--- src/hw/rtl/hm_ram.sv ---
`default_nettype none
module hm_ram #(
  parameter int W = 8,
  parameter int D = 16,
  parameter int AW = $clog2(D)
) (
  input  wire logic          clk,
  input  wire logic          we,
  input  wire logic [AW-1:0] waddr,
  input  wire logic [W-1:0]  wdata,
  input  wire logic          re,
  input  wire logic [AW-1:0] raddr,
  output logic      [W-1:0]  rdata
);

  logic [W-1:0] mem [D];

  always_ff @(posedge clk) begin
    if (we) begin
      mem[waddr] <= wdata;
    end
    if (re) begin
      rdata <= mem[raddr];
    end
  end

endmodule
`default_nettype wire

--- config.mk ---
export PLATFORM = sky130hd
export DESIGN_NAME = hm_ram
export DESIGN_NICKNAME = d
export VERILOG_FILES = /design/src/hw/rtl/hm_ram.sv
export SDC_FILE = /design/constraint.sdc
export NUM_CORES = 1
export LEC_CHECK = 0
export ABC_AREA = 1
export BUFFER_PORTS_ARGS = -buffer_cell sky130_fd_sc_hd__buf_2
export CAP_MARGIN = 20
export CORE_MARGIN = 5
export CORE_UTILIZATION = 43
export DETAILED_ROUTE_END_ITERATION = 12
export PLACE_DENSITY = 0.61
export SLEW_MARGIN = 20
export SYNTH_ARGS = -nofsm -noshare
export SYNTH_HDL_FRONTEND = slang
export SYNTH_SLANG_ARGS = --single-unit
export TNS_END_PERCENT = 100
--- constraint.sdc ---
create_clock -name clk -period 1 [get_ports clk]
set_input_delay 0.05 -clock clk [delete_from_list [all_inputs] [get_ports clk]]
set_output_delay 0.05 -clock clk [all_outputs]
set_load 0.02 [all_outputs]
==> out/qor.csv, run 1 <==
metric;value;unit
Netlist Area Pre-Place;0.00585;mm²
WS Path Type;reg2reg;
max_cap viols;0;
Final Setup Violations;13;
Synth cell types;11;
Hold WC Path Type;in2reg;
hold depth;1;
Hold Slack;34.2;ps
Nets;624;
grt total ovfl;0;
sequential area share after synthesis;69.8;%
Num CTS Buffers;17;
RR Endpoint;rdata[0]$_DFFE_PP_;
root buffer cell;clkbuf_16;
FF-to-FF path depth;6;
Leak;0.00309;µW
post-layout minimum cycle time;1070;ps
initial antenna violation count;0;
worst-margin pin slew;405;ps
worst r2r src;mem[12][0]$_DFFE_PP_;
clock skew after layout;8.16;ps
unrepaired setup endpoints after global routing;yes;
reg2reg setup slack;-70;ps
H-tree Lvls;4;
routed wire length;13.0;mm
Period Utilization, post-route;107;%
number of core rows;42;
Slew headroom;73.0;%
Slew Limit Fails;0;
syn_area_per_cell;10.6;µm²
pin count of the biggest net entering global routing;25;
buffers added on ports;26;
vias per cell;4.84;
PD cells;1840;mW/mm²
placed cell count;761;
crit path launch type;flip-flop;
gpl congestion;0.814;
worst vdd ir;1.22;mV
clk_lat worst skew;420;ps
CP Capture Type;flip-flop;
global-route wire length before repair;20.6;mm
biggest area consumer among synthesized cells;edfxtp_1;
min-delay src;wdata[7];
DRC errors left;0;
Synth Warn #;0;
Critical Path RT;1170;ps
hpwl dp;8.37;mm
IO Pins;27;
Max Fclk;938;MHz
Syn Inst Count;551;
Hold EP;mem[6][7]$_DFFE_PP_;
Worst Slack Setup Final;-66.4;ps
Net Count, Synth;570;
Fin Setup TNS;-519;ps
fillers;1150;
ANT cells;0;
first drt pass iteration count;4;
width of the die;127;µm
Multi-input gate area;0.00145;mm²
Starting Density;44.0;%
top cells by area, synth;edfxtp_1 (70%), nand2_1 (11%), nand3_1 (8.3%);
post-route ant nets;0;
DR WL/cell;16.4;µm
final hold viol count;0;
clk sinks;136;
Crit Path Max Fanout;1;
via count;3841;
core box area;0.0133;mm²
Yosys top cell area share;69.8;%
failing checks;negative setup slack;
number of synthesized register bits;136;
GRT Overall Usage;17.2;%
number of global-route vias before repair;3773;
register area;0.00408;mm²
Final Non-Filler Cells;794;
die area;0.0160;mm²
clk slew on worst S/H paths;60;ps
Clock Path Buffers;2;
Die H;127;µm
share of layout cells above drive strength 1;21.5;%
Placement Setup Slack;-256;ps
number of DRC markers in iteration 0;240;
Syn-to-layout area delta;22.3;%
CTS tree;done;
crit path DAT;1240;ps
status;finished, violations left;
worst max-delay path, cell delays in order (launching register included):
cell and delay, ps:
edfxtp_1 360, inv_1 60, nand2_1 60, nand3_2 70, nand3_2 90, nand3_2 120, nand2_1 50
layout make-up:
| class | instances | share of cell area, % |
|---|---|---|
| clock inverter | 14 | 1.59 |
| inverter | 102 | 5.36 |
| multi-input combinational | 289 | 20.3 |
| tap | 176 | 3.08 |
| timing repair buffer | 59 | 6.55 |
| sequential | 136 | 57.1 |
| clock buffer | 18 | 6.00 |
stage by stage:
| stage | total power (µW) | util (%) | instance area [µm²] |
|---|---|---|---|
| CTS | 13200 | 52.6 | 6990 |
| floorplan | 7060 | - | 5850 |
| detailed placement | 7430 | 47.5 | 6320 |
| finish | 13200 | 53.8 | 7150 |
| global route | 13700 | 53.8 | 7150 |
| global placement | 7420 | 47.5 | 6320 |
placed cells by master, fill, tap and decap left out, drive strengths merged, types with 2 or more instances in the layout:
master / count
buf: 58
nand3b: 2
clkinv: 11
nand2: 173
bufinv: 2
inv: 102
clkbuf: 18
edfxtp: 136
nor2: 17
nand3: 97
Yosys cell counts, drive strengths merged:
cell    instances
inv           102
nand2         173
buf            24
nand3b          2
edfxtp        136
nand3          97
nor2           17
sequential cells by signal, indices dropped and copies added (netlist names):
name,flops
mem,128
rdata,8
layer usage:
layer  GRT usage [%]  part of all wire, %  up-vias  routed length [µm]
met4            8.33                  2.1        0                 269
met3            3.91                  5.6       19                 731
li1                -                    -     1890                   -
met5               0                    0        -                   0
met2            26.9                   49      100                6360
met1            22.9                   43     1832                5640
what timing repair did:
action	in CTS	in global routing
resized for setup	26	35
buffers inserted	0	0
endpoints found under the setup margin	15	16
hold buffers	1	0
pin swaps	18	21
hold endpoints to repair	8	0
cell families (layout without fill, tap and decap cells):
group | count (synthesis) | after routing | synth area share [%]
AND/OR/NAND/NOR | 289 | 289 | 20.8
flip-flops | 136 | 136 | 69.8
buffers and inverters | 126 | 193 | 9.39
worst max-delay path by stage:
stage	end	start	slack, ps
6_report	rdata[0]$_DFFE_PP_	mem[12][0]$_DFFE_PP_	-70
5_1_grt	rdata[2]$_DFFE_PP_	mem[1][2]$_DFFE_PP_	-130
4_1_cts	rdata[6]$_DFFE_PP_	mem[12][6]$_DFFE_PP_	-70
3_5_place_dp	rdata[7]$_DFFE_PP_	raddr[0]	-260
3_3_place_gp	rdata[0]$_DFFE_PP_	raddr[0]	-250
2_1_floorplan	mem[4][0]$_DFFE_PP_	waddr[3]	-0.8
power by group:
part           switching [µW]  internal, µW  leakage (µW)
clock                    2190          3580      0.000266
sequential               39.2          6430       0.00124
combinational             625           323       0.00159
No activity file was read; power rests on OpenSTA's default activity.
==> run 2: changes to the inputs <==
- REMOVE_ABC_BUFFERS: unset -> 1
==> out/qor.csv, run 2 (synthesis gave the netlist of run 1 again) <==
metric;value;unit;change
Multi-input gate area;0.00144;mm²;was 0.00145 mm²
DR WL/cell;16.0;µm;was 16.4 µm
fillers;1131;;was 1,150
Slew Limit Fails;0;;unchanged
Design Power;12600;µW;was 13,200 µW
most frequent standard cell in the layout excluding fill and tap cells;nand2_1;;unchanged
Top delay family on crit path;flip-flops;;was simple AND/OR/NAND/NOR gates
Final Util;53.7;%;was 53.8%
Worst Path Buf+Inv;1;;unchanged
most frequent cells in the layout;nand2_1 (166), edfxtp_1 (136), inv_1 (98);;was nand2_1 (170), edfxtp_1 (136), inv_1 (100)
critical path, cell by cell;buf_6;;was inv_1 -> nand2_1 -> nand3_2 -> nand3_2 -> nand3_2 -> nand2_1
Hold EP;mem[4][0]$_DFFE_PP_;;was mem[6][7]$_DFFE_PP_
initial antenna violation count;0;;unchanged
Leak;0.00309;µW;about the same
grt total ovfl;0;;unchanged
GR Util met2;26.6;%;was 26.9%
GR Util met3;3.40;%;was 3.91%
grt peak-use layer;met2;;unchanged
crit path launch type;flip-flop;;unchanged
RR Endpoint;rdata[1]$_DFFE_PP_;;was rdata[0]$_DFFE_PP_
pin count of the biggest net entering global routing;62;;was 25
FF-to-FF path depth;6;;unchanged
width of the die;127;µm;unchanged
failing checks;negative setup slack;;unchanged
Slowest-stage cell, CP;edfxtp_1;;unchanged
first drt pass iteration count;4;;unchanged
Crit path depth;1;;was 6
number of DRC markers in iteration 0;283;;was 240
clk sinks;136;;unchanged
status;finished, violations left;;unchanged
Hold WC Path Type;in2reg;;unchanged
crit path DAT;1010;ps;was 1240 ps
Fin Setup TNS;-466;ps;was -519 ps
post-layout minimum cycle time;1060;ps;was 1070 ps
clock skew after layout;20.6;ps;was 8.16 ps
hold depth;1;;unchanged
max_cap viols;0;;unchanged
gpl congestion;0.852;;was 0.814
GRT Overall Usage;16.4;%;was 17.2%
Period Utilization, post-route;106;%;was 107%
unrepaired setup endpoints after global routing;yes;;unchanged
worst r2r src;mem[11][1]$_DFFE_PP_;;was mem[12][0]$_DFFE_PP_
Syn-to-layout area delta;22.0;%;was 22.3%
Clock Path Buffers;2;;unchanged
reg2reg setup slack;-60;ps;was -70 ps
Crit Path Max Fanout;1;;unchanged
Num CTS Buffers;17;;unchanged
share of layout cells above drive strength 1;22.6;%;was 21.5%
IO Pins;27;;unchanged
Starting Density;44.0;%;unchanged
root buffer cell;clkbuf_16;;unchanged
Nets;627;;was 624
clk slew on worst S/H paths;50;ps;was 60 ps
routed wire length;12.8;mm;was 13.0 mm
global-route wire length before repair;20.0;mm;was 20.6 mm
Final Setup Violations;13;;unchanged
final hold viol count;0;;unchanged
most flop-heavy register;mem;;unchanged
clk_lat worst skew;420;ps;about the same
routing usage on met1;21.5;%;was 22.9%
ANT cells;0;;unchanged
Largest register FFs;128;;unchanged
Slew headroom;76.0;%;was 73.0%
worst vdd ir;0.929;mV;was 1.22 mV
register area;0.00408;mm²;unchanged
Worst Slack Setup Final;-61.2;ps;was -66.4 ps
vias per cell;4.81;;was 4.84
Critical Path RT;950;ps;was 1170 ps
CP peak stage delay;430;ps;was 360 ps
number of global-route vias before repair;3742;;was 3,773
placed cell area;0.00637;mm²;was 0.00632 mm²
CP Capture Type;primary output;;was flip-flop
number of core rows;42;;unchanged
CTS tree;done;;unchanged
Die H;127;µm;unchanged
via count;3831;;was 3,841
min-delay src;wdata[0];;was wdata[7]
DRC errors left;0;;unchanged
buffers added on ports;26;;unchanged
Placement Setup Slack;-259;ps;was -256 ps
core box area;0.0133;mm²;unchanged
WS Path Type;reg2out;;was reg2reg
PD cells;1770;mW/mm²;was 1840 mW/mm²
biggest regs;mem (128), rdata (8);;unchanged
hpwl dp;8.27;mm;was 8.37 mm
Max Fclk;942;MHz;was 938 MHz
post-route ant nets;0;;unchanged
H-tree Lvls;4;;unchanged
die area;0.0160;mm²;unchanged
worst-margin pin slew;359;ps;was 405 ps
final instance area;0.00713;mm²;was 0.00715 mm²
-- run 2: changes by cell type in the layout (fill, tap and decap cells not counted), moves of 4 or more --
| cell | delta |
|---|---|
| clkinv_1 | -5 |
| nand3_1 | +5 |
| nand3_2 | -5 |
| clkinv_2 | +4 |
| nand2_1 | -4 |
| nand2_2 | +4 |
-- run 2: cell type report --
class	instances	share of cell area [%]
clock buffers	19	6.07
clock inverters	12	0.877
inverters	102	5.37
multi-input cells	289	20.1
flip-flops and latches	136	57.2
well taps	176	3.09
repair buffers	62	7.23
-- run 2: layer usage --
metal	wire (µm)	vias up
met5	0	-
met4	129	0
met3	598	11
met2	6410	92
met1	5610	1833
li1	-	1895
-- run 2: how the worst max path moves through the flow --
stage	from	endpoint	slack (ps)
after global placement	raddr[0]	rdata[1]$_DFFE_PP_	-260
after global routing	mem[10][7]$_DFFE_PP_	rdata[7]$_DFFE_PP_	-110
after detailed placement	raddr[0]	rdata[1]$_DFFE_PP_	-260
after CTS	rdata[6]$_DFFE_PP_	rdata[6]	-100
after floorplan	raddr[0]	rdata[2]$_DFFE_PP_	-170
final	rdata[0]$_DFFE_PP_	rdata[0]	-60
-- run 2: what timing repair did --
item	in CTS	in global routing
endpoints found under the setup margin	14	14
resized for setup	25	37
gates cloned	0	0
pin swaps	23	31
hold endpoints to repair	1	0
buffers inserted	0	0
hold buffers	1	0
-- run 2: report_power, final --
part           internal [µW]  switching (µW)
Combinational            332             609
Clock                   3080            2140
Sequential              6430            43.5
Total                   9840            2790
-- run 2: stage by stage --
step / hold slack, ps / cells
3_3_place_gp: 428 / 764
5_1_grt: 44.1 / 796
3_5_place_dp: 431 / 764
4_1_cts: 33.9 / 796
6_report: 44.5 / 796
2_1_floorplan: 149 / 527
